$ cat config.mk
export PLATFORM = sky130hd
export DESIGN_NAME = assignment_line_parser
export DESIGN_NICKNAME = d
export VERILOG_FILES = /design/src/alp_pkg.sv /design/src/alp_step.sv /design/src/assignment_line_parser.sv
export VERILOG_INCLUDE_DIRS = /design/src /design/src/src
export SDC_FILE = /design/constraint.sdc
export NUM_CORES = 1
export LEC_CHECK = 0
export ABC_AREA = 1
export ABC_CLOCK_PERIOD_IN_PS = 4000
export BUFFER_PORTS_ARGS = -buffer_cell sky130_fd_sc_hd__buf_2
export CAP_MARGIN = 5
export CORE_ASPECT_RATIO = 0.75
export CORE_MARGIN = 2
export CORE_UTILIZATION = 45
export CTS_BUF_LIST = sky130_fd_sc_hd__clkbuf_16
export DETAILED_ROUTE_END_ITERATION = 10
export PLACE_DENSITY_LB_ADDON = 0.25
export SETUP_SLACK_MARGIN = 0.2
export SYNTH_ARGS = -nofsm -noshare
export SYNTH_HDL_FRONTEND = slang
export SYNTH_SLANG_ARGS = --single-unit
$ cat constraint.sdc
create_clock -name clk_i -period 4 [get_ports clk_i]
set_input_delay 0.2 -clock clk_i [delete_from_list [all_inputs] [get_ports clk_i]]
set_output_delay 0.2 -clock clk_i [all_outputs]
set_load 0.05 [all_outputs]
$ cat src/assignment_line_parser_defines.svh
// assertion helpers for the assignment line parser
`ifndef ASSIGNMENT_LINE_PARSER_DEFINES_SVH
`define ASSIGNMENT_LINE_PARSER_DEFINES_SVH

`ifndef SYNTHESIS

// plain property check under clock and active-low reset
`define ALP_ASSERT(lbl, clk, rstn, prop) \
  lbl: assert property (@(posedge clk) disable iff (!(rstn)) (prop)) \
    else $error("assertion failed");

// same-cycle implication
`define ALP_ASSERT_IMP(lbl, clk, rstn, ante, cons) \
  lbl: assert property (@(posedge clk) disable iff (!(rstn)) (ante) |-> (cons)) \
    else $error("assertion failed");

// next-cycle implication
`define ALP_ASSERT_NXT(lbl, clk, rstn, ante, cons) \
  lbl: assert property (@(posedge clk) disable iff (!(rstn)) (ante) |=> (cons)) \
    else $error("assertion failed");

`else

`define ALP_ASSERT(lbl, clk, rstn, prop)
`define ALP_ASSERT_IMP(lbl, clk, rstn, ante, cons)
`define ALP_ASSERT_NXT(lbl, clk, rstn, ante, cons)

`endif

`endif

$ cat src/alp_pkg.sv
`default_nettype none

package alp_pkg;

  // default length limits
  localparam int unsigned IdLimitDef  = 50;
  localparam int unsigned ArgLimitDef = 480;

  // characters of the grammar
  localparam logic [7:0] ChNul   = 8'h00;
  localparam logic [7:0] ChEq    = 8'h3D;
  localparam logic [7:0] ChQuote = 8'h22;
  localparam logic [7:0] ChSemi  = 8'h3B;
  localparam logic [7:0] ChHash  = 8'h23;
  localparam logic [7:0] ChUnder = 8'h5F;
  localparam logic [7:0] ChSpace = 8'h20;
  localparam logic [7:0] ChTab   = 8'h09;
  localparam logic [7:0] ChCr    = 8'h0D;

  typedef enum logic [2:0] {
    PH_START,
    PH_IDENT,
    PH_PRE_EQ,
    PH_PRE_Q,
    PH_ARG,
    PH_PRE_SEMI,
    PH_TAIL,
    PH_COMMENT
  } alp_phase_e;

  typedef enum logic [1:0] {
    KIND_IDENT  = 2'd0,
    KIND_ARG    = 2'd1,
    KIND_STATUS = 2'd2
  } alp_kind_e;

  typedef enum logic [3:0] {
    ST_OK         = 4'd0,
    ST_BAD_LEAD   = 4'd1,
    ST_ID_LONG    = 4'd2,
    ST_NO_EQ      = 4'd3,
    ST_NO_OPEN_Q  = 4'd4,
    ST_NO_CLOSE_Q = 4'd5,
    ST_ARG_LONG   = 4'd6,
    ST_NO_SEMI    = 4'd7,
    ST_TRAILING   = 4'd8
  } alp_status_e;

  // one result beat out of the step logic
  typedef struct packed {
    logic        vld;
    alp_kind_e   kind;
    logic [7:0]  data;
    alp_status_e status;
  } alp_res_t;

  function automatic logic is_word(input logic [7:0] c);
    return (c >= 8'h61 && c <= 8'h7A) || (c >= 8'h41 && c <= 8'h5A) ||
           (c >= 8'h30 && c <= 8'h39) || (c == ChUnder);
  endfunction

  function automatic logic is_blank(input logic [7:0] c);
    return (c == ChSpace) || (c >= ChTab && c <= ChCr);
  endfunction

endpackage

`default_nettype wire

$ cat src/alp_step.sv
`default_nettype none

module alp_step #(
  parameter int unsigned ID_LIMIT  = alp_pkg::IdLimitDef,
  parameter int unsigned ARG_LIMIT = alp_pkg::ArgLimitDef,
  localparam int unsigned IdW  = $clog2(ID_LIMIT),
  localparam int unsigned ArgW = $clog2(ARG_LIMIT)
) (
  input  wire logic [7:0]           ch_i,
  input  wire alp_pkg::alp_phase_e  phase_i,
  input  wire logic [IdW-1:0]       ident_len_i,
  input  wire logic [ArgW-1:0]      arg_len_i,
  input  wire alp_pkg::alp_status_e err_i,
  output alp_pkg::alp_phase_e       phase_o,
  output logic [IdW-1:0]            ident_len_o,
  output logic [ArgW-1:0]           arg_len_o,
  output alp_pkg::alp_status_e      err_o,
  output alp_pkg::alp_res_t         res_o
);

  localparam logic [IdW-1:0]  IdMax  = IdW'(ID_LIMIT - 1);
  localparam logic [ArgW-1:0] ArgMax = ArgW'(ARG_LIMIT - 1);

  logic            word, blank, count_id;
  logic [IdW-1:0]  id_inc;
  logic [ArgW-1:0] arg_inc;

  assign word    = alp_pkg::is_word(ch_i);
  assign blank   = alp_pkg::is_blank(ch_i);
  assign id_inc  = ident_len_i + 1'b1;
  assign arg_inc = arg_len_i + 1'b1;

  always_comb begin
    phase_o     = phase_i;
    ident_len_o = ident_len_i;
    arg_len_o   = arg_len_i;
    err_o       = err_i;
    count_id    = 1'b0;
    res_o       = '{vld: 1'b0, kind: alp_pkg::KIND_IDENT, data: 8'h00,
                    status: alp_pkg::ST_OK};

    if (ch_i == alp_pkg::ChNul) begin
      res_o.vld  = 1'b1;
      res_o.kind = alp_pkg::KIND_STATUS;
      if (err_i != alp_pkg::ST_OK) begin
        res_o.status = err_i;
      end else begin
        unique case (phase_i)
          alp_pkg::PH_START:                       res_o.status = alp_pkg::ST_BAD_LEAD;
          alp_pkg::PH_IDENT, alp_pkg::PH_PRE_EQ:   res_o.status = alp_pkg::ST_NO_EQ;
          alp_pkg::PH_PRE_Q:                       res_o.status = alp_pkg::ST_NO_OPEN_Q;
          alp_pkg::PH_ARG:                         res_o.status = alp_pkg::ST_NO_CLOSE_Q;
          alp_pkg::PH_PRE_SEMI:                    res_o.status = alp_pkg::ST_NO_SEMI;
          default:                                 res_o.status = alp_pkg::ST_OK;
        endcase
      end
      phase_o     = alp_pkg::PH_START;
      ident_len_o = '0;
      arg_len_o   = '0;
      err_o       = alp_pkg::ST_OK;
    end else if (err_i == alp_pkg::ST_OK) begin
      unique case (phase_i)
        alp_pkg::PH_START: begin
          if (!word) begin
            err_o = alp_pkg::ST_BAD_LEAD;
          end else begin
            phase_o  = alp_pkg::PH_IDENT;
            count_id = 1'b1;
          end
        end
        alp_pkg::PH_IDENT: begin
          if (ident_len_i != '0 && !word) begin
            if (blank) phase_o = alp_pkg::PH_PRE_EQ;
            else if (ch_i == alp_pkg::ChEq) phase_o = alp_pkg::PH_PRE_Q;
            else err_o = alp_pkg::ST_NO_EQ;
          end else begin
            count_id = 1'b1;
          end
        end
        alp_pkg::PH_PRE_EQ: begin
          if (ch_i == alp_pkg::ChEq) phase_o = alp_pkg::PH_PRE_Q;
          else if (!blank) err_o = alp_pkg::ST_NO_EQ;
        end
        alp_pkg::PH_PRE_Q: begin
          if (ch_i == alp_pkg::ChQuote) phase_o = alp_pkg::PH_ARG;
          else if (!blank) err_o = alp_pkg::ST_NO_OPEN_Q;
        end
        alp_pkg::PH_ARG: begin
          if (ch_i == alp_pkg::ChQuote) begin
            phase_o = alp_pkg::PH_PRE_SEMI;
          end else begin
            arg_len_o = arg_inc;
            if (arg_inc >= ArgMax) begin
              err_o = alp_pkg::ST_ARG_LONG;
            end else begin
              res_o.vld  = 1'b1;
              res_o.kind = alp_pkg::KIND_ARG;
              res_o.data = ch_i;
            end
          end
        end
        alp_pkg::PH_PRE_SEMI: begin
          if (ch_i == alp_pkg::ChSemi) phase_o = alp_pkg::PH_TAIL;
          else if (!blank) err_o = alp_pkg::ST_NO_SEMI;
        end
        alp_pkg::PH_TAIL: begin
          if (ch_i == alp_pkg::ChHash) phase_o = alp_pkg::PH_COMMENT;
          else if (!blank) err_o = alp_pkg::ST_TRAILING;
        end
        default: ;
      endcase

      // identifier byte: count, check length, emit
      if (count_id) begin
        ident_len_o = id_inc;
        if (id_inc >= IdMax) begin
          err_o = alp_pkg::ST_ID_LONG;
        end else begin
          res_o.vld  = 1'b1;
          res_o.kind = alp_pkg::KIND_IDENT;
          res_o.data = ch_i;
        end
      end
    end
  end

endmodule

`default_nettype wire

$ cat src/assignment_line_parser.sv
// assignment_line_parser: streaming checker for one "name = "value";" line
//
// input channel: one line byte per beat on ch_i (in_valid_i / in_ready_o);
// a zero byte closes the line
// output channel: one result beat (out_valid_o / out_ready_i) carrying
// kind_o, byte_out_o and status_o; identifier and argument bytes come out
// as kind 0 / 1 while the line streams, the zero byte yields one status
// beat (kind 2) and returns the parser to the line-start state
// after the first error the rest of the line gives no beats up to the
// zero byte, whose status beat reports that first error
//
// path: a byte accepted goes through the input register and then the result
// register before its result beat is on the outputs
// throughput: one byte per cycle while no stall holds the input
// stall: while out_ready_i is low a full result register holds; the input
// register still drains bytes that give no result, and in_ready_o drops
// only when both registers are full and the pending byte has a result
// reset: clears both valid flags, phase, lengths and the latched error
`default_nettype none

`include "assignment_line_parser_defines.svh"

module assignment_line_parser #(
  parameter int unsigned ID_LIMIT  = alp_pkg::IdLimitDef,
  parameter int unsigned ARG_LIMIT = alp_pkg::ArgLimitDef
) (
  input  wire logic       clk_i,
  input  wire logic       rst_ni,
  input  wire logic       in_valid_i,
  output logic            in_ready_o,
  input  wire logic [7:0] ch_i,
  output logic            out_valid_o,
  input  wire logic       out_ready_i,
  output logic [1:0]      kind_o,
  output logic [7:0]      byte_out_o,
  output logic [3:0]      status_o
);

  localparam int unsigned IdW  = $clog2(ID_LIMIT);
  localparam int unsigned ArgW = $clog2(ARG_LIMIT);

  // input register
  logic       s_vld_q;
  logic [7:0] s_ch_q;

  // parser state
  alp_pkg::alp_phase_e  phase_q, phase_d;
  logic [IdW-1:0]       ident_len_q, ident_len_d;
  logic [ArgW-1:0]      arg_len_q, arg_len_d;
  alp_pkg::alp_status_e err_q, err_d;

  // result register
  logic              out_vld_q;
  alp_pkg::alp_res_t res, out_q;

  logic fire;

  alp_step #(
    .ID_LIMIT (ID_LIMIT),
    .ARG_LIMIT(ARG_LIMIT)
  ) u_step (
    .ch_i       (s_ch_q),
    .phase_i    (phase_q),
    .ident_len_i(ident_len_q),
    .arg_len_i  (arg_len_q),
    .err_i      (err_q),
    .phase_o    (phase_d),
    .ident_len_o(ident_len_d),
    .arg_len_o  (arg_len_d),
    .err_o      (err_d),
    .res_o      (res)
  );

  // the held byte moves on unless it has a result and the output is blocked
  assign fire       = s_vld_q && (!res.vld || !out_vld_q || out_ready_i);
  assign in_ready_o = !s_vld_q || fire;

  always_ff @(posedge clk_i or negedge rst_ni) begin
    if (!rst_ni) begin
      s_vld_q     <= 1'b0;
      out_vld_q   <= 1'b0;
      phase_q     <= alp_pkg::PH_START;
      ident_len_q <= '0;
      arg_len_q   <= '0;
      err_q       <= alp_pkg::ST_OK;
    end else begin
      if (in_ready_o) begin
        s_vld_q <= in_valid_i;
      end
      if (fire) begin
        phase_q     <= phase_d;
        ident_len_q <= ident_len_d;
        arg_len_q   <= arg_len_d;
        err_q       <= err_d;
      end
      if (fire && res.vld) begin
        out_vld_q <= 1'b1;
      end else if (out_ready_i) begin
        out_vld_q <= 1'b0;
      end
    end
  end

  // payload registers, no reset
  always_ff @(posedge clk_i) begin
    if (in_valid_i && in_ready_o) begin
      s_ch_q <= ch_i;
    end
    if (fire && res.vld) begin
      out_q <= res;
    end
  end

  assign out_valid_o = out_vld_q;
  assign kind_o      = out_q.kind;
  assign byte_out_o  = out_q.data;
  assign status_o    = out_q.status;

  // byte beats carry ok status and a nonzero byte
  `ALP_ASSERT_IMP(a_byte_beat, clk_i, rst_ni,
    out_vld_q && out_q.kind != alp_pkg::KIND_STATUS,
    out_q.status == alp_pkg::ST_OK && out_q.data != 8'h00)
  // a status beat never carries a byte
  `ALP_ASSERT_IMP(a_status_beat, clk_i, rst_ni,
    out_vld_q && out_q.kind == alp_pkg::KIND_STATUS, out_q.data == 8'h00)
  // end of line puts the parser back to line start
  `ALP_ASSERT_NXT(a_eol_reset, clk_i, rst_ni,
    fire && s_ch_q == alp_pkg::ChNul,
    phase_q == alp_pkg::PH_START && err_q == alp_pkg::ST_OK)
  // a latched error holds until end of line
  `ALP_ASSERT_NXT(a_err_hold, clk_i, rst_ni,
    fire && s_ch_q != alp_pkg::ChNul && err_q != alp_pkg::ST_OK,
    err_q == $past(err_q) && !(out_vld_q && !$past(out_vld_q)))
  // input stalls only behind a full, blocked result register
  `ALP_ASSERT_IMP(a_stall_cause, clk_i, rst_ni,
    !in_ready_o, s_vld_q && out_vld_q && !out_ready_i)

endmodule

`default_nettype wire

==> out/metrics.csv <==
stage,metric,value,unit
timing,slew_headroom,0.5198,
route,detail_route.iter0.violations,182,
floorplanning,die_x,98.05,um
run,drv_cap,0,
layout,final_cell_mix,"nand2_1 (126), inv_1 (48), nor2_1 (45), nand3_1 (32), buf_2 (27)",
pwr,pwr-share-comb,0.462,
timing,finalCriticalPeriod,2828,ps
synth,netlist_instances,400,
synth,syn_area_per_cell,7.463,um2
route,wl_met1,3455,um
synth,yosysWarnings,0,
clock_network,cts_hold_buf,1,
synth,yosys-top-cells-area,"edfxtp_1 (22%), dfrtp_1 (20%), nand2_1 (16%)",
synth,synth_area_leader_cell,edfxtp_1,
route,postRouteAntennaNets,0,
timing,worst_pin_slew,714.4,ps
timing,drv_slew,0,
synth,synth_area,0.002985,mm2
worst_setup_path,required,3960,ps
layout,area_delta_synth_final,12.03,%
grt,grt_max_degree,25,
grt,grt_pass1_vias,2458,
grt,track_usage,0.2027,
worst_setup_path,crit_fanout,14,
timing,skew,5.798,ps
timing,max_clock_freq,0.3536,GHz
placed_design,io_buffers,27,
floorplanning,fp-row-count,25,
timing,rsz0062_at_grt,false,
floorplanning,coreArea,0.006350,mm2
route,wl,6884,um
timing,finalHoldViolCount,0,
clock_network,clkSlewWorstSetupHoldPaths,60,ps
pwr,p_leak,1.648,nW
worst_setup_path,crit_type,reg -> reg,
clock_network,cts_buffers,5,
clock_network,cts_sinks,46,
pwr,power_switching,926.6,uW
clock_network,clockBufferDepth,2,
pwr,clock_power_share,0.199,
clock_network,cts_tree,yes,
timing,finalCritPeriodShare,0.7070,
pwr,internal_power,1.106,mW
route,vias,2729,
hold_path,min_from,ch_i[3],
pwr,p_per_area,607.8,mW/mm2
route,drtPass1Iterations,5,
layout,insertedDiodeCount,0,
timing,timing.hold.ws,82.48,ps
clock_network,cts_setup_buffers,0,
route,post_drt_wl_per_cell,13.45,um
route,route.met3.wl,581,um
pwr,peakVddDrop,229.9,uV
clock_network,clock_latency,290,ps
clock_network,h-tree-depth,2,
synth,synth_top_area_frac,0.2213,
floorplanning,die-area,0.007309,mm2
synth,ys_ff_latch,46,
worst_setup_path,ff2ff_setup_slack,1170,ps
placed_design,place.gp.congestion,0.9301,
pwr,switching_share,0.4558,
timing,finalSetupViolCount,0,
timing,tns,0,ps
worst_setup_path,r2r-start,s_ch_q[1],
worst_setup_path,worstPathArrival,2790,ps
synth,synthesis.nets,417,
route,dr_wl_met2,2770,um
outcome,status,"complete, no violations",
grt,grt_pass1_wl,11720,um
clock_network,cts_resized,0,
hold_path,hold_class,in -> reg,
synth,yosysSeqAreaShare,0.4225,
floorplanning,die_h,74.54,um
worst_setup_path,startpoint,s_ch_q[1],
grt,antenna_found_initial,0,
layout,final_common_cell,nand2_1,
route,maxUsedRoutingLayer,met4,
route,routed_via_density,5.330,
pwr,seq_power_share,0.338,
floorplanning,start_util,0.4701,
layout,layout-drive-gt1-share,0.1323,
grt,grt-ovfl-total,0,
route,drc,0,
worst_setup_path,end_kind,flip-flop,
synth,ys_types,39,
placed_design,dp_hpwl,5234,um
layout,nets,447,
clock_network,root_buffer,clkbuf_16,
floorplanning,io_pins,28,
worst_setup_path,worstSetupStartpointType,flip-flop,
-- logic make-up after synthesis --
logic type                 synth area share
DFF                                  0.4225
xor gates and xnor gates            0.01760
and+or+nand+nor                      0.3940
buffers and inverters               0.07753
adders and majority gates           0.02096
AOI/OAI and AO/OA                   0.06748
-- worst paths after layout --
check,end,depth (start not counted)
min in group asynchronous,phase_q[1],2
setup reg to reg,byte_out_o[0],11
hold reg to reg,arg_len_q[8],2
hold / removal,s_ch_q[3],1
setup / recovery,byte_out_o[0],11
max in group asynchronous,arg_len_q[3],2
-- through the flow --
| stage | setup WS [ps] | instance area [um2] | power, mW | utilization | std cells |
|---|---|---|---|---|---|
| after floorplan | 1519 | 2985 | 1.431 | - | 400 |
| after global placement | 1389 | 3193 | 1.621 | 0.5029 | 503 |
| after detailed placement | 1237 | 3193 | 1.627 | 0.5029 | 503 |
| after CTS | 1222 | 3344 | 2.034 | 0.5267 | 512 |
| after global routing | 1011 | 3344 | 2.193 | 0.5267 | 512 |
| final | 1172 | 3344 | 2.033 | 0.5267 | 512 |
-- worst max-delay path: stages (launching register included) --
cell	delay [ps]
edfxtp_1	500
inv_2	100
nand2_1	80
nor3_2	190
nand2_1	380
inv_1	180
nor2_1	90
inv_1	380
nand3_4	150
inv_2	90
nand2_1	90
inv_2	260
-- layer usage --
| layer | GRT usage | vias to the layer above |
|---|---|---|
| li1 | - | 1361 |
| met4 | 0.05556 | 0 |
| met2 | 0.2983 | 111 |
| met1 | 0.2979 | 1248 |
| met5 | 0 | - |
| met3 | 0.05357 | 9 |
-- power groups by stage --
stage / Combinational (mW) / Sequential (mW) / Clock [mW]
finish: 0.939 / 0.688 / 0.405
global route: 1.06 / 0.702 / 0.432
CTS: 0.934 / 0.688 / 0.413
detailed placement: 0.929 / 0.698 / 0
global placement: 0.927 / 0.695 / 0
floorplan: 0.651 / 0.781 / 0
-- sequential cells by signal, indices dropped and copies added (netlist names), 2 cells and up --
signal / cells
arg_len_q: 9
byte_out_o: 8
s_ch_q: 8
ident_len_q: 6
err_q: 4
status_o: 4
phase_q: 3
kind_o: 2
-- cells in the mapped netlist, drive strengths merged --
library cell / count
nor4: 2
xor2: 4
nor3: 14
a21oi: 14
o21ai: 14
o211ai: 1
nor2: 46
inv: 52
nand2: 134
ha: 5
a22oi: 1
nand4: 13
edfxtp: 22
buf: 5
nand3b: 6
nand3: 35
o21bai: 2
xnor2: 2
and3: 1
clkbuf: 1
o31ai: 1
dfrtp: 24
o2111ai: 1
-- cell type report --
class | count | area [um2]
flip-flops and latches | 46 | 1261
repair buffers | 29 | 152.6
clock buffers | 5 | 125.1
inverters | 52 | 195.2
well taps | 81 | 101.3
multi-input cells | 296 | 1493
clock inverters | 3 | 16.27
fillers | 593 | 3005
Power figures use the tool's default switching activity.
